### config.mk
export PLATFORM = sky130hd
export DESIGN_NAME = utf8_stream_decoder_validator
export DESIGN_NICKNAME = d
export VERILOG_FILES = /design/src/sv/utf8sdv_pkg.sv /design/src/sv/utf8sdv_step.sv /design/src/sv/utf8sdv_out_buf.sv /design/src/sv/utf8_stream_decoder_validator.sv
export SDC_FILE = /design/constraint.sdc
export NUM_CORES = 1
export LEC_CHECK = 0
export BUFFER_PORTS_ARGS = -buffer_cell sky130_fd_sc_hd__clkbuf_2
export CAP_MARGIN = 20
export CELL_PAD_IN_SITES_DETAIL_PLACEMENT = 1
export CELL_PAD_IN_SITES_GLOBAL_PLACEMENT = 1
export CORE_ASPECT_RATIO = 0.9
export CORE_MARGIN = 4
export CORE_UTILIZATION = 43
export DETAILED_ROUTE_END_ITERATION = 12
export PLACE_DENSITY = 0.8
export SYNTH_ARGS = -nofsm -noshare
export SYNTH_HDL_FRONTEND = slang
export SYNTH_SLANG_ARGS = --single-unit
### constraint.sdc
create_clock -name aclk -period 3.2 [get_ports aclk]
set_input_delay 0.64 -clock aclk [delete_from_list [all_inputs] [get_ports aclk]]
set_output_delay 0.64 -clock aclk [all_outputs]
set_load 0.05 [all_outputs]
### src/sv/utf8sdv_pkg.sv
// Shared types and constants for the UTF-8 stream decoder and validator.
// Used by utf8sdv_step, utf8sdv_out_buf, the top level and the testbench.
package utf8sdv_pkg;

    localparam int unsigned CP_W  = 21;
    localparam int unsigned LEN_W = 3;

    // Byte classification masks and patterns.
    localparam logic [7:0] MASK_C0 = 8'hC0;
    localparam logic [7:0] MASK_E0 = 8'hE0;
    localparam logic [7:0] MASK_F0 = 8'hF0;
    localparam logic [7:0] MASK_F8 = 8'hF8;
    localparam logic [7:0] CONT_PAT  = 8'h80;
    localparam logic [7:0] LEAD2_PAT = 8'hC0;
    localparam logic [7:0] LEAD3_PAT = 8'hE0;
    localparam logic [7:0] LEAD4_PAT = 8'hF0;

    // Sequence lengths.
    localparam logic [LEN_W-1:0] LEN_1 = 3'd1;
    localparam logic [LEN_W-1:0] LEN_2 = 3'd2;
    localparam logic [LEN_W-1:0] LEN_3 = 3'd3;
    localparam logic [LEN_W-1:0] LEN_4 = 3'd4;

    // Scalar value limits.
    localparam logic [CP_W-1:0] MIN_2     = 21'h000080;
    localparam logic [CP_W-1:0] MIN_3     = 21'h000800;
    localparam logic [CP_W-1:0] MIN_4     = 21'h010000;
    localparam logic [CP_W-1:0] SURR_LO   = 21'h00D800;
    localparam logic [CP_W-1:0] SURR_HI   = 21'h00DFFF;
    localparam logic [CP_W-1:0] CP_MAX    = 21'h10FFFF;

    typedef struct packed {
        logic [CP_W-1:0]  partial_value;
        logic [1:0]       bytes_due;
        logic [LEN_W-1:0] sequence_size;
        logic             rejecting;
    } dec_state_t;

    typedef struct packed {
        logic             emit;
        logic [CP_W-1:0]  code_point;
        logic [LEN_W-1:0] seq_length;
        logic             point_ready;
        logic             decode_error;
        logic             string_done;
        logic             string_valid;
    } dec_result_t;

    // True when a completed value is neither overlong, a surrogate, nor out of range.
    function automatic logic complete_ok(logic [CP_W-1:0] c, logic [LEN_W-1:0] size);
        logic ok;
        ok = 1'b1;
        if (size == LEN_2 && c < MIN_2) ok = 1'b0;
        if (size == LEN_3 && c < MIN_3) ok = 1'b0;
        if (size == LEN_4 && c < MIN_4) ok = 1'b0;
        if (c >= SURR_LO && c <= SURR_HI) ok = 1'b0;
        if (c > CP_MAX) ok = 1'b0;
        return ok;
    endfunction

endpackage

### src/sv/utf8sdv_step.sv
// Combinational decode of one byte against the current sequence state.
// Depends on utf8sdv_pkg for the state and result types and constants.
module utf8sdv_step (
    input  utf8sdv_pkg::dec_state_t  state_in,
    input  logic [7:0]               in_byte,
    input  logic                     string_last,
    output utf8sdv_pkg::dec_state_t  state_out,
    output utf8sdv_pkg::dec_result_t result
);

    always_comb begin
        utf8sdv_pkg::dec_state_t ns;
        logic [utf8sdv_pkg::CP_W-1:0]  acc;
        logic [utf8sdv_pkg::CP_W-1:0]  cp;
        logic [utf8sdv_pkg::LEN_W-1:0] len;
        logic err;
        logic rdy;

        ns  = state_in;
        acc = {state_in.partial_value[utf8sdv_pkg::CP_W-7:0], in_byte[5:0]};
        cp  = '0;
        len = '0;
        err = 1'b0;
        rdy = 1'b0;

        if (!state_in.rejecting) begin
            if (state_in.bytes_due == 2'd0) begin
                if (!in_byte[7]) begin
                    rdy = 1'b1;
                    cp  = {13'd0, in_byte};
                    len = utf8sdv_pkg::LEN_1;
                end else if ((in_byte & utf8sdv_pkg::MASK_E0) == utf8sdv_pkg::LEAD2_PAT) begin
                    ns.partial_value = {16'd0, in_byte[4:0]};
                    ns.sequence_size = utf8sdv_pkg::LEN_2;
                    ns.bytes_due     = 2'd1;
                end else if ((in_byte & utf8sdv_pkg::MASK_F0) == utf8sdv_pkg::LEAD3_PAT) begin
                    ns.partial_value = {17'd0, in_byte[3:0]};
                    ns.sequence_size = utf8sdv_pkg::LEN_3;
                    ns.bytes_due     = 2'd2;
                end else if ((in_byte & utf8sdv_pkg::MASK_F8) == utf8sdv_pkg::LEAD4_PAT) begin
                    ns.partial_value = {18'd0, in_byte[2:0]};
                    ns.sequence_size = utf8sdv_pkg::LEN_4;
                    ns.bytes_due     = 2'd3;
                end else begin
                    err = 1'b1;
                end
            end else if ((in_byte & utf8sdv_pkg::MASK_C0) != utf8sdv_pkg::CONT_PAT) begin
                err = 1'b1;
            end else begin
                ns.partial_value = acc;
                ns.bytes_due     = state_in.bytes_due - 2'd1;
                // Final continuation byte: run the overlong, surrogate and range checks.
                if (state_in.bytes_due == 2'd1) begin
                    if (utf8sdv_pkg::complete_ok(acc, state_in.sequence_size)) begin
                        rdy = 1'b1;
                        cp  = acc;
                        len = state_in.sequence_size;
                        ns.partial_value = '0;
                        ns.sequence_size = '0;
                    end else begin
                        err = 1'b1;
                    end
                end
            end
            if (err) begin
                ns = '0;
                ns.rejecting = 1'b1;
            end
        end

        // A sequence still open on the last byte is cut off.
        if (string_last && !ns.rejecting && ns.bytes_due != 2'd0) begin
            err = 1'b1;
            ns  = '0;
            ns.rejecting = 1'b1;
        end

        result.emit         = rdy || err || string_last;
        result.code_point   = cp;
        result.seq_length   = len;
        result.point_ready  = rdy;
        result.decode_error = err;
        result.string_done  = string_last;
        result.string_valid = string_last && !ns.rejecting;

        // The end of a string returns the decoder to its reset state.
        state_out = string_last ? '0 : ns;
    end

endmodule

### src/sv/utf8sdv_out_buf.sv
// Result register with valid/ready handshake toward the consumer.
// Depends on utf8sdv_pkg for the result type.
module utf8sdv_out_buf (
    input  logic                      aclk,
    input  logic                      aresetn,
    input  logic                      load,
    input  utf8sdv_pkg::dec_result_t  result,
    input  logic                      m_ready,
    output logic                      m_valid,
    output logic                      space,
    output utf8sdv_pkg::dec_result_t  held
);

    logic                     valid_reg;
    logic                     valid_next;
    utf8sdv_pkg::dec_result_t data_reg;

    // The register can take a new request whenever it is empty or being drained.
    assign space   = !valid_reg || m_ready;
    assign m_valid = valid_reg;
    assign held    = data_reg;

    always_comb begin
        valid_next = valid_reg;
        if (load) begin
            valid_next = 1'b1;
        end else if (m_ready) begin
            valid_next = 1'b0;
        end
    end

    always_ff @(posedge aclk) begin
        if (!aresetn) begin
            valid_reg <= 1'b0;
        end else begin
            valid_reg <= valid_next;
        end
    end

    always_ff @(posedge aclk) begin
        if (load) begin
            data_reg <= result;
        end
    end

endmodule

### src/sv/utf8_stream_decoder_validator.sv
// UTF-8 stream decoder and validator, one byte per cycle while the result register has space.
// The result of an accepted byte is registered and appears on m_ in the cycle after the byte is accepted.
// The result register drains while the next byte enters, so bytes are not held up while m_ready stays high.
// Reset (aresetn low, synchronous) clears the sequence state and empties the result register.
// Depends on utf8sdv_pkg, utf8sdv_step and utf8sdv_out_buf.
module utf8_stream_decoder_validator (
    input  logic        aclk,
    input  logic        aresetn,
    input  logic        s_valid,
    output logic        s_ready,
    input  logic [7:0]  s_in_byte,
    input  logic        s_string_last,
    output logic        m_valid,
    input  logic        m_ready,
    output logic [20:0] m_code_point,
    output logic [2:0]  m_seq_length,
    output logic        m_point_ready,
    output logic        m_decode_error,
    output logic        m_string_done,
    output logic        m_string_valid
);

    utf8sdv_pkg::dec_state_t  state_reg;
    utf8sdv_pkg::dec_state_t  state_next;
    utf8sdv_pkg::dec_result_t step_res;
    utf8sdv_pkg::dec_result_t held;
    logic                     accept;
    logic                     space;

    assign s_ready = space;
    assign accept  = s_valid && space;

    utf8sdv_step u_step (
        .state_in    (state_reg),
        .in_byte     (s_in_byte),
        .string_last (s_string_last),
        .state_out   (state_next),
        .result      (step_res)
    );

    utf8sdv_out_buf u_out (
        .aclk    (aclk),
        .aresetn (aresetn),
        .load    (accept && step_res.emit),
        .result  (step_res),
        .m_ready (m_ready),
        .m_valid (m_valid),
        .space   (space),
        .held    (held)
    );

    always_ff @(posedge aclk) begin
        if (!aresetn) begin
            state_reg <= '0;
        end else if (accept) begin
            state_reg <= state_next;
        end
    end

    assign m_code_point   = held.code_point;
    assign m_seq_length   = held.seq_length;
    assign m_point_ready  = held.point_ready;
    assign m_decode_error = held.decode_error;
    assign m_string_done  = held.string_done;
    assign m_string_valid = held.string_valid;

endmodule

-- After elaboration in Yosys (flattened, before gate mapping)
Index checks and enable logic that the tools add are counted.
- register bits: 50
- latch bits: 0
- memory bits (writable): 0
- memory bits (read-only): 0
- input bits: 13
- output and inout bits: 30
- logic and storage cells: 104
- memories: 0
- add/sub/neg operators: 1
- $mul: 0
- div/mod/pow operators: 0
- $lt $le $gt $ge: 6
- equal/unequal tests: 12
- shifts and indexed selects: 0
- mux-type cells: 52
- bitwise gates (word level): 0
- reduce and logical (&&, ||, !) cells: 22
- operators with widths (cell ; count):
    $mux W21 ; 8
    $mux W20 ; 6
    $mux W15 ; 2
    $mux W1 ; 29
    $ge A21 B16 Y1 const B ; 1
    $gt A21 B21 Y1 const B ; 1
    $le A21 B16 Y1 const B ; 1
    $lt A21 B12 Y1 const B ; 1
    $lt A21 B17 Y1 const B ; 1
    $lt A21 B8 Y1 const B ; 1
    $mux W3 ; 6
    $reduce_bool A5 Y1 ; 2
    $logic_and A1 B1 Y1 ; 9
    $mux W7 ; 1
    $ne A7 B7 Y1 const B ; 1
    $reduce_and A7 Y1 ; 1
    $eq A3 B2 Y1 const B ; 2
    $eq A3 B3 Y1 const B ; 2
    $eq A5 B5 Y1 const B ; 1
    $ne A5 B4 Y1 const B ; 1
    $ne A5 B5 Y1 const B ; 1
    $reduce_and A5 Y1 ; 1
    $eq A4 B4 Y1 const B ; 1
    $reduce_bool A2 Y1 ; 2
    7 further kinds ; 11

-- Depth between registers and ports, before layout
Gate-level depths: netlist (run 1).
- depth in word-level cells: 26
- depth in mapped cells: 9
- mapped depth without buffers: 7

-- By module
A second synthesis (run 1) with hierarchy kept.
- cells, all modules: 340
- area, all modules: 3153.0 um2
- modules (own cells, without submodules) (module ; times used ; cells an instance ; area an instance (um2) ; seq. area each (um2)):
    utf8_stream_decoder_validator ; 1 ; 125 ; 1139.8 ; 540.5
    utf8sdv_step ; 1 ; 182 ; 1093.5 ; 0.0
    utf8sdv_out_buf ; 1 ; 33 ; 919.6 ; 890.9

-- Worst setup path after synthesis (run 1)
OpenSTA, ideal clock, no wires.
- kind: input-to-reg
- start point: input s_in_byte[5]
- end point: register u_out.data_reg (netlist bit u_out.held[0]), enable pin
- setup time: 0.389 ns
- arrival time: 2.270 ns
- required time: 2.811 ns
- path slack: 0.541 ns
- stages: 6
- path buffers: 1
- cell sequence: clkbuf_1 > nand4_1 > nand3_1 > o2111ai_1 > a21oi_1 > o31a_1
- cells in the longest elaborated chain, start to end: 25
- elaborated cells on any way between the ends: 52
- classes of those cells: order compare (6); eq/ne (3); mux (32); reduce/logical (11)
- ends and longest elaborated chain (what ; line ; text):
    start: declaration ; utf8_stream_decoder_validator.sv:11 ; input logic [7:0] s_in_byte,
    $lt A21 B8 Y1 ; utf8sdv_pkg.sv:53 ; if (size == LEN_2 && c < MIN_2) ok = 1'b0;
    $logic_and A1 B1 Y1 ; utf8sdv_pkg.sv:53 ;
    $mux W1 ; utf8sdv_pkg.sv:53 ;
    $mux W1 ; utf8sdv_pkg.sv:54 ; if (size == LEN_3 && c < MIN_3) ok = 1'b0;
    $mux W1 ; utf8sdv_pkg.sv:55 ; if (size == LEN_4 && c < MIN_4) ok = 1'b0;
    $mux W1 ; utf8sdv_pkg.sv:56 ; if (c >= SURR_LO && c <= SURR_HI) ok = 1'b0;
    $mux W1 ; utf8sdv_pkg.sv:57 ; if (c > CP_MAX) ok = 1'b0;
    $mux W1 ; utf8sdv_step.sv:53 ; if (state_in.bytes_due == 2'd1) begin
    (+8 left out) ; - ;
    $mux W21 ; utf8sdv_step.sv:65 ; if (err) begin
    $mux W21 ; utf8sdv_step.sv:26 ; if (!state_in.rejecting) begin
    $logic_not A1 Y1 ; utf8sdv_step.sv:72 ; if (string_last && !ns.rejecting && ns.bytes_due != 2'd0) begin
    $logic_and A1 B1 Y1 (2 in series) ; utf8sdv_step.sv:72 ;
    $mux W1 ; utf8sdv_step.sv:72 ;
    $logic_or A1 B1 Y1 (*) (2 in series) ; utf8sdv_step.sv:78 ; result.emit = rdy || err || string_last;
    $logic_and A1 B1 Y1 (*) ; utf8_stream_decoder_validator.sv:44 ; .load (accept && step_res.emit),
    named net u_out.load ; utf8sdv_out_buf.sv:6 ; input logic load,
    end signal: assignment ; utf8sdv_out_buf.sv:42 ; data_reg <= result;
    end: declaration ; utf8sdv_out_buf.sv:16 ; utf8sdv_pkg::dec_result_t data_reg;
Mark *: on every way through the listed nets, which the timed path passes. The rest lies on a longest branch. The select of a mux whose other input is x is not followed.
A chain may end at the register's enable or synchronous reset.

==> metrics, run 1 <==
Mapped Area 2342 um2; clk slew on worst S/H paths 90 ps; register area share after synthesis 54.70%; Clock Sinks 50; RSZ-0062 raised after global routing false; CTS root buf clkbuf_8; FILL cells 603; Via density 5.788; reg2reg start state_reg[4]; first-pass GRT wire length 9860 um; run status finished, final reports clean; Reg2Reg Setup Slack 670 ps; layout cell share with drive strength beyond 1 23.32%; min Tclk post-route 2528 ps; Setup Buffers After CTS 0; Synth top cells by count edfxtp_1 (28), and2_1 (23), dfxtp_1 (22); fmax 0.3956 GHz; total CTS buffers 5; vias in the first global route 1,866; Slew headroom 54.50%; Power per Cell Area 505.4 nW/um2; setup TNS 0 ps; Max Cap Violations 0; number of port buffers 42; row cnt 25; Period Utilization, post-route 79.00%; WL final 5944 um; CTS tree done; WL/cell 18.58 um; core area 5255 um2; Worst path top cell family by delay simple AND/OR/NAND/NOR gates; cell with the most instances after synthesis edfxtp_1; clk buf depth 2; largest cells by area after synthesis edfxtp_1 (36%), dfxtp_1 (19%), and2_1 (6.1%); Netlist cell types 53; worst hold slack 515.1 ps; Hold Path Stages 1; largest area contributor in the netlist edfxtp_1; IO Pins 43; antenna-violating nets left 0; Crit path required time 3180 ps; ANT cells 0; HPWL Detailed 4360 um; antenna violations before repair 0; max reg flops 28; Syn Nets 226; Layout Nets 267; Post-route DRC 0; Die H 78.02 um; measured slew at the worst slew-check pin 678.8 ps; CP max-delay cell dfxtp_1; Syn Area/Cell 11.10 um2; Final Setup Violations 0; critical path class flip-flop to flip-flop; Hold Crit Class flip-flop to flip-flop; Largest stage delay, worst path 440 ps; # hold bufs at CTS 0; CP endpoint kind flip-flop; leak pwr 0.001063 uW; H-tree levels 2; arrival time at the worst endpoint 2510 ps; Max VDD drop 0.0001933 V; final hold violations 0; YS warnings 0; Layout Utilization 51.62%; TritonRoute pass-1 iters 4; Worst Skew 7.360 ps; worst skew pair latency 310 ps; Hold Path Origin state_reg[6]; Max Transition Viols Final 0; top-area cell type share of the netlist area 35.90%; post-CTS sizing 0; Total Die Area 6693 um2; gpl congestion 0.8991; worst-path fanout max 28; Post-synth ARST share 0%; critical-path cell list inv_1 > ha_1 > nor3b_2 > o21ai_1 > nor2_2 > o31a_1 > buf_4; total number of vias 1,852; ys flop type edfxtp_1; cell count after synthesis 211; Reg area 1281 um2; Post-synth EDFFs 28; FF-to-FF path depth 7; Starting Density 44.57%; Hold EP state_reg[6]; pin count of the biggest net entering global routing 29; Global Route Usage Sum 19.12%; buffers and inverters on the worst path 2; drt first-iter violations 112; synthesized flop and latch total 50; area grow syn2layout 15.81%; total power 1371 uW; Multi-input gate area 997.2 um2; CP Launch Type flip-flop; global route overflow 0; die boundary width 85.80 um; worst r2r dst u_out.held[18]
stage by stage:
| step | area [um2] | std cells | setup slack (ps) |
|---|---|---|---|
| final | 2713 | 320 | 671.9 |
| after global routing | 2713 | 320 | 459.9 |
| after CTS | 2713 | 320 | 668.7 |
| after detailed placement | 2606 | 312 | 539.1 |
| after global placement | 2606 | 312 | 733.7 |
| after floorplan | 2342 | 211 | 541.1 |
cell usage in the layout (no fill, tap or decap), types with 3 or more instances in the layout:
| cell type | count |
|---|---|
| inv_1 | 7 |
| and2_1 | 23 |
| a21oi_1 | 4 |
| nand2_1 | 6 |
| clkbuf_2 | 42 |
| nand2b_1 | 7 |
| dfxtp_1 | 22 |
| clkbuf_8 | 5 |
| o21ai_0 | 3 |
| a22o_1 | 4 |
| a22oi_1 | 10 |
| a32o_1 | 3 |
| nor3_1 | 6 |
| nand3_1 | 6 |
| and3_1 | 3 |
| o2bb2ai_1 | 4 |
| mux2i_1 | 3 |
| nor4_1 | 3 |
| nor2_1 | 20 |
| edfxtp_1 | 28 |
worst max path at each step:
stage,startpoint,depth (start not counted),end,slack (ps)
CTS,state_reg[4],7,u_out.held[4],670
floorplan,s_in_byte[5],6,u_out.held[0],540
detailed placement,s_in_byte[7],6,u_out.held[26],540
finish,state_reg[4],7,u_out.held[18],670
global placement,s_in_byte[7],6,u_out.held[24],730
global route,state_reg[4],7,u_out.held[27],460
worst reg2reg max path: cells and delay by family, from the launching register on:
kind                     cells  cell delay (ps)
AO/OA/AOI/OAI                2              360
adder cells (fa/ha/maj)      1              330
buffers and inverters        2              410
flip-flops                   1              440
AND/OR/NAND/NOR              2              650
logic make-up (layout without fill, tap and decap cells):
family | Yosys count | after routing | share of synthesized area, %
AND/OR/NAND/NOR | 89 | 89 | 22.81
AO/OA/AOI/OAI | 50 | 50 | 17.04
flip-flops | 50 | 50 | 54.70
buffers and inverters | 16 | 58 | 2.724
multiplexers | 3 | 3 | 1.282
adder cells (fa/ha/maj) | 2 | 2 | 1.068
XOR/XNOR | 1 | 1 | 0.3740
layer usage:
layer | GRT usage, % | vias up | part of all wire (%)
li1 | - | 875 | -
met1 | 26.26 | 913 | 47
met2 | 29.81 | 58 | 46
met3 | 3.882 | 6 | 4.9
met4 | 7.120 | 0 | 1.7
met5 | 0 | - | 0
final cells by class:
cell class	count	share of cell area [%]
inverter	7	0.9686
clock inverter	1	1.107
timing repair buffer	43	8.026
multi-input combinational	145	36.76
sequential	50	47.23
clock buffer	7	2.814
tap	67	3.090
where the power goes:
| part | internal (uW) | total [uW] | switching, uW |
|---|---|---|---|
| clock | 234 | 439 | 205 |
| combinational | 47.5 | 215 | 167 |
| sequential | 707 | 718 | 10.3 |
| total | 989 | 1370 | 382 |
Power figures use the tool's default switching activity.
==> run 2, diff against run 1 <==
--- a/config.mk
+++ b/config.mk
@@ -5,13 +5,14 @@
 export SDC_FILE = /design/constraint.sdc
 export NUM_CORES = 1
 export LEC_CHECK = 0
+export ABC_AREA = 1
 export BUFFER_PORTS_ARGS = -buffer_cell sky130_fd_sc_hd__clkbuf_2
 export CAP_MARGIN = 20
 export CELL_PAD_IN_SITES_DETAIL_PLACEMENT = 1
 export CELL_PAD_IN_SITES_GLOBAL_PLACEMENT = 1
 export CORE_ASPECT_RATIO = 0.9
 export CORE_MARGIN = 4
-export CORE_UTILIZATION = 43
+export CORE_UTILIZATION = 41
 export DETAILED_ROUTE_END_ITERATION = 12
 export PLACE_DENSITY = 0.8
 export SYNTH_ARGS = -nofsm -noshare
==> constraint.sdc (replaced) <==
create_clock -name aclk -period 2.4 [get_ports aclk]
set_input_delay 0.48 -clock aclk [delete_from_list [all_inputs] [get_ports aclk]]
set_output_delay 0.48 -clock aclk [all_outputs]
set_load 0.05 [all_outputs]
==> run 2 against run 1 <==
- clock skew rose by 4.5 ps
- first-iteration DRC count fell by 19%
- via count rose by 13%
- die area rose by 5.8%
- critical path type unchanged
- largest power group unchanged
- sequential cell count did not move
- largest cell class unchanged
==> metrics, run 2 <==
ANT cells 0 (unchanged); layout cell share with drive strength beyond 1 28.11% (+4.8 points); clk buf depth 2 (unchanged); Post-route DRC 0 (unchanged); Via density 5.110 (-12%); max reg flops 28 (unchanged); Placement Setup Slack 13.52 ps (-525.6 ps); Starting Density 42.00% (-2.6 points); row cnt 26 (+4.0%); total number of vias 2,085 (+13%); final hold violations 0 (unchanged); CTS tree done; area grow syn2layout 22.47%; PnR worst setup slack 157.2 ps (-514.7 ps); Syn Area/Cell 8.490 um2 (-24%); YS warnings 0 (unchanged); CP endpoint kind flip-flop; register area share after synthesis 53.89% (-0.81 points); Synth top cells by count nand2_1 (45), nor2_1 (45), inv_1 (40); top-area cell type share of the netlist area 35.37% (-0.53 points); largest cells by area after synthesis edfxtp_1 (35%), dfxtp_1 (19%), nand2_1 (7.1%); Hold Path Stages 3 (+2); cell area after layout 2912 um2 (+7.3%); IO Pins 43 (unchanged); Clock Sinks 50 (unchanged); antenna-violating nets left 0 (unchanged); synthesized flop and latch total 50 (unchanged); worst skew pair latency 320 ps (about the same); Netlist cell types 33 (-38%); Reg area 1285 um2 (+0.29%); Period Utilization, post-route 93.45% (+14 points); CTS root buf clkbuf_8; pin count of the biggest net entering global routing 19 (-34%); Area after DPL 2756 um2 (+5.8%); first-pass GRT wire length 10,370 um (+5.2%); Total Die Area 7082 um2 (+5.8%); Max VDD drop 0.0003206 V (+66%); fmax 0.4459 GHz (+13%); global route overflow 0 (unchanged); core area 5660 um2 (+7.7%); Crit path required time 2430 ps (-750 ps); drt first-iter violations 91 (-19%); worst setup path start state_reg[5]; Layout Nets 352 (+32%); H-tree levels 2 (unchanged); TritonRoute pass-1 iters 4 (unchanged); Layout Cells excl Fill 408 (+28%); HPWL Detailed 4806 um (+10%); Power per Cell Area 712.1 nW/um2 (+41%); FILL cells 720 (+19%); Max Cap Violations 0 (unchanged); FF-to-FF path depth 11 (+4); leak pwr 0.001287 uW (+21%); Syn Nets 295 (+31%); clk slew on worst S/H paths 100 ps (about the same); CP Launch Type flip-flop; commonest cells after routing, fill and taps aside nand2_1 (44), nor2_1 (42), clkbuf_2 (42), inv_1 (39), edfxtp_1 (28); Slew headroom 59.99% (+5.5 points); arrival time at the worst endpoint 2280 ps (-230 ps); worst-path fanout max 17 (-39%); critical path class flip-flop to flip-flop; Hold EP state_reg[6]; ys flop type edfxtp_1; Global Route Usage Sum 19.46% (+0.35 points); Hold Crit Class input port to flip-flop; die boundary width 88.27 um (+2.9%); Max Transition Viols Final 0 (unchanged); Post-synth ARST share 0% (unchanged); number of port buffers 42 (unchanged); cell count after synthesis 280 (+33%); Worst Skew 11.81 ps (+4.454 ps); Mapped Area 2377 um2 (+1.5%); measured slew at the worst slew-check pin 595.1 ps (-83.78 ps); Reg2Reg Setup Slack 160 ps (-510 ps); WL final 6539 um (+10%); WL/cell 16.03 um (-14%); min Tclk post-route 2243 ps (-285.3 ps); largest area contributor in the netlist edfxtp_1; Hold Path Origin s_in_byte[0]; total CTS buffers 5 (unchanged); Post-synth EDFFs 28 (unchanged); Multi-input gate area 914.6 um2 (-8.3%); Die H 80.24 um (+2.9%); worst r2r dst u_out.held[2]; antenna violations before repair 0 (unchanged); run status finished, final reports clean; worst hold slack 409.9 ps (-105.3 ps); gpl congestion 0.8590 (-4.5%); vias in the first global route 2,136 (+14%); Final Setup Violations 0 (unchanged); cell count after placement 398 (+28%); reg2reg start state_reg[5]; commonest non-fill, non-tap cell in the layout nand2_1
[run 2: stage by stage]
stage                     total power (uW)  util [%]  TNS, ps
after CTS                             2081     50.77        0
after floorplan                       1324         -        0
after detailed placement              1456     48.70        0
final                                 2073     51.44        0
after global placement                1443     48.70        0
after global routing                  2162     51.44   -697.5
[run 2: worst max path at each step]
stage                           endpoint  slack [ps]  cells after the start
after floorplan            u_out.held[0]          20                     15
after global placement    u_out.held[10]         100                     16
after detailed placement  u_out.held[12]          10                     16
after CTS                 u_out.held[12]         110                     16
after global routing      u_out.held[22]         -30                     17
final                      u_out.held[2]         160                     11
[run 2: per-layer routing]
metal	vias up	GRT usage (%)	part of all wire (%)
li1	1019	-	-
met1	1015	22.64	42
met2	41	35.35	53
met3	10	3.385	3.9
met4	0	7.100	1.9
met5	-	0	0
[run 2: timing repair]
item | in CTS | in global routing
buffers inserted | 0 | 2
endpoints found under the setup margin | 0 | 28
hold buffers | 0 | 0
gates resized for setup | 0 | 10
[run 2: final cells by class]
type | count | area share (%)
flip-flops and latches | 50 | 44.13
multi-input cells | 179 | 31.41
repair buffers | 56 | 11.39
inverters | 45 | 6.016
well taps | 70 | 3.008
clock buffers | 5 | 2.364
clock inverters | 3 | 1.676
[run 2: kinds of logic after synthesis]
logic type	after synthesis	synth area share, %
DFF	50	53.89
and+or+nand+nor	128	25.37
xor gates and xnor gates	1	0.3685
adders and majority gates	2	1.052
AOI/OAI and AO/OA	48	11.05
buffers and inverters	51	8.263
[run 2: where the power goes]
group / internal (uW) / switching [uW] / leakage [uW]
sequential: 971 / 31.8 / 0.000461
combinational: 116 / 326 / 0.000770
clock: 318 / 310 / 0.0000563
[run 2: worst max-delay path: stages (launching register included)]
cell,delay (ps)
dfxtp_1,390
inv_1,90
ha_1,200
buf_4,160
nor3_1,370
nand2_2,130
nand2_2,120
nor2_1,50
nand3_1,100
nand2_2,80
clkinvlp_4,120
buf_12,160
==> run 3, diff against run 2 <==
--- a/config.mk
+++ b/config.mk
@@ -11,8 +11,9 @@
 export CELL_PAD_IN_SITES_DETAIL_PLACEMENT = 1
 export CELL_PAD_IN_SITES_GLOBAL_PLACEMENT = 1
 export CORE_ASPECT_RATIO = 0.9
-export CORE_MARGIN = 4
+export CORE_MARGIN = 2
 export CORE_UTILIZATION = 41
+export CTS_BUF_LIST = sky130_fd_sc_hd__clkbuf_8 sky130_fd_sc_hd__clkbuf_16
 export DETAILED_ROUTE_END_ITERATION = 12
 export PLACE_DENSITY = 0.8
 export SYNTH_ARGS = -nofsm -noshare
==> run 3 against run 2 <==
- global-route usage shrank 0.49 points
- first-iteration DRC count shrank 33%
- register-to-register slack gained 30 ps
- total power shrank 7.8%
- highest routed layer unchanged
- critical path depth grew 3
==> metrics, run 3 (same netlist as run 2, synthesis figures left out) <==
run status finished, final reports clean; clk buf depth 2 (unchanged); Layout Utilization 50.18% (-1.3 points); critical path class flip-flop to flip-flop; layout cell share with drive strength beyond 1 26.28% (-1.8 points); total power 1911 uW (-7.8%); Hold Path Stages 3 (unchanged); area grow syn2layout 18.79%; total number of vias 2,024 (-2.9%); Reg2Reg Setup Slack 190 ps (+30 ps); Period Utilization, post-route 92.20% (-1.2 points); worst-path fanout max 19 (+2); worst r2r dst u_out.held[21]; FF-to-FF path depth 14 (+3); Power per Cell Area 676.6 nW/um2 (-5.0%); die boundary width 84.27 um (-4.5%); row cnt 26 (unchanged); setup TNS 0 ps (unchanged); global route overflow 0 (unchanged); reg2reg start state_reg[5]; HPWL Detailed 4622 um (-3.8%); FILL cells 706 (-1.9%); WL/cell 14.56 um (-9.1%); Post-route DRC 0 (unchanged); Max Cap Violations 0 (unchanged); commonest non-fill, non-tap cell in the layout nand2_1; Multi-input gate area 907.1 um2 (-0.82%); antenna violations before repair 0 (unchanged); number of port buffers 42 (unchanged); H-tree levels 2 (unchanged); Hold Path Origin s_in_byte[1]; Clock Sinks 50 (unchanged); Die H 76.24 um (-5.0%); Global Route Usage Sum 18.98% (-0.49 points); Layout Cells excl Fill 401 (-1.7%); final hold violations 0 (unchanged); Crit path required time 2410 ps (-20 ps); IO Pins 43 (unchanged); antenna-violating nets left 0 (unchanged); measured slew at the worst slew-check pin 519.6 ps (-75.49 ps); worst hold slack 436.2 ps (+26.39 ps); CP endpoint kind flip-flop; core area 5628 um2 (-0.57%); Via density 5.047 (-1.2%); Final Setup Violations 0 (unchanged); pin count of the biggest net entering global routing 20 (+1); CTS root buf clkbuf_8; TritonRoute pass-1 iters 4 (unchanged); worst skew pair latency 300 ps (-20 ps); drt first-iter violations 61 (-33%); Worst Skew 9.628 ps (-2.186 ps); gpl congestion 0.8445 (-1.7%); clk slew on worst S/H paths 100 ps (about the same); Max VDD drop 0.0002704 V (-16%); Setup Buffers After CTS 0 (unchanged); CP Launch Type flip-flop; vias in the first global route 2,149 (+0.61%); Layout Nets 345 (-2.0%); cell count after placement 393 (-1.3%); leak pwr 0.001236 uW (-4.0%); Hold Crit Class input port to flip-flop; WL final 5839 um (-11%); Starting Density 42.24% (+0.24 points); CTS tree done; commonest cells after routing, fill and taps aside nand2_1 (44), nor2_1 (43), clkbuf_2 (42), inv_1 (38), edfxtp_1 (28); arrival time at the worst endpoint 2230 ps (-50 ps); Slew headroom 65.07% (+5.1 points); Hold EP state_reg[7]; # hold bufs at CTS 0 (unchanged); ANT cells 0 (unchanged); max reg flops 28 (unchanged); Reg area 1285 um2 (unchanged); fmax 0.4519 GHz (+1.4%); first-pass GRT wire length 9894 um (-4.6%); Max Transition Viols Final 0 (unchanged); Total Die Area 6424 um2 (-9.3%); min Tclk post-route 2213 ps (-29.92 ps); total CTS buffers 5 (unchanged)
==> run 3: changes by cell type in the layout (fill, tap and decap cells not counted), sizes merged <==
cell    change
buf         -7
clkinv      +2
inv         -1
bufinv      -1
==> run 3: critical path, stage by stage, from the launching register on <==
cell and delay, ps:
dfxtp_2 370, inv_1 80, ha_1 270, nand2_1 60
o21ai_0 80, o21ai_0 210, nand3_1 110, nand2_1 80
nand2_1 50, nand2_1 70, nand2_1 80, nand3_1 100
nand2_2 90, clkinvlp_4 110, buf_12 160
==> run 3: power by group <==
part	total [uW]	internal, uW	switching, uW
Clock	486	205	281
Combinational	425	108	317
Sequential	999	971	28.3
==> run 3: through the flow <==
step / area (um2) / worst slack (ps)
after global routing: 2824 / -8.666
after CTS: 2809 / 37.77
after detailed placement: 2719 / -73.62
after floorplan: 2381 / 22.87
final: 2824 / 187.1
after global placement: 2719 / 142.3
==> run 3: worst max path at each step <==
| stage | depth (start not counted) | endpoint | startpoint | slack [ps] |
|---|---|---|---|---|
| 4_1_cts | 15 | u_out.held[11] | state_reg[5] | 40 |
| 2_1_floorplan | 15 | u_out.held[0] | state_reg[4] | 20 |
| 3_5_place_dp | 16 | u_out.held[11] | s_in_byte[7] | -70 |
| 5_1_grt | 15 | u_out.held[4] | state_reg[5] | -9 |
| 6_report | 14 | u_out.held[21] | state_reg[5] | 190 |
| 3_3_place_gp | 16 | u_out.held[14] | s_in_byte[7] | 140 |
==> run 3: cell type report <==
cell class,count,area share (%)
flip-flops and latches,50,45.50
multi-input cells,179,32.12
repair buffers,49,9.880
inverters,45,6.203
well taps,70,3.101
clock buffers,5,2.437
clock inverters,3,0.7532
==> run 3: layer usage <==
layer	global-route usage, %	vias up	wire length, um
met4	5.645	0	135
met5	0	-	0
met2	34.05	34	2968
li1	-	1004	-
met3	3.359	12	160
met1	23.10	974	2575
==> run 3: timing repair <==
item	in CTS	in global routing
endpoints found under the hold margin	0	0
endpoints found under the setup margin	0	28
resized for setup	0	8
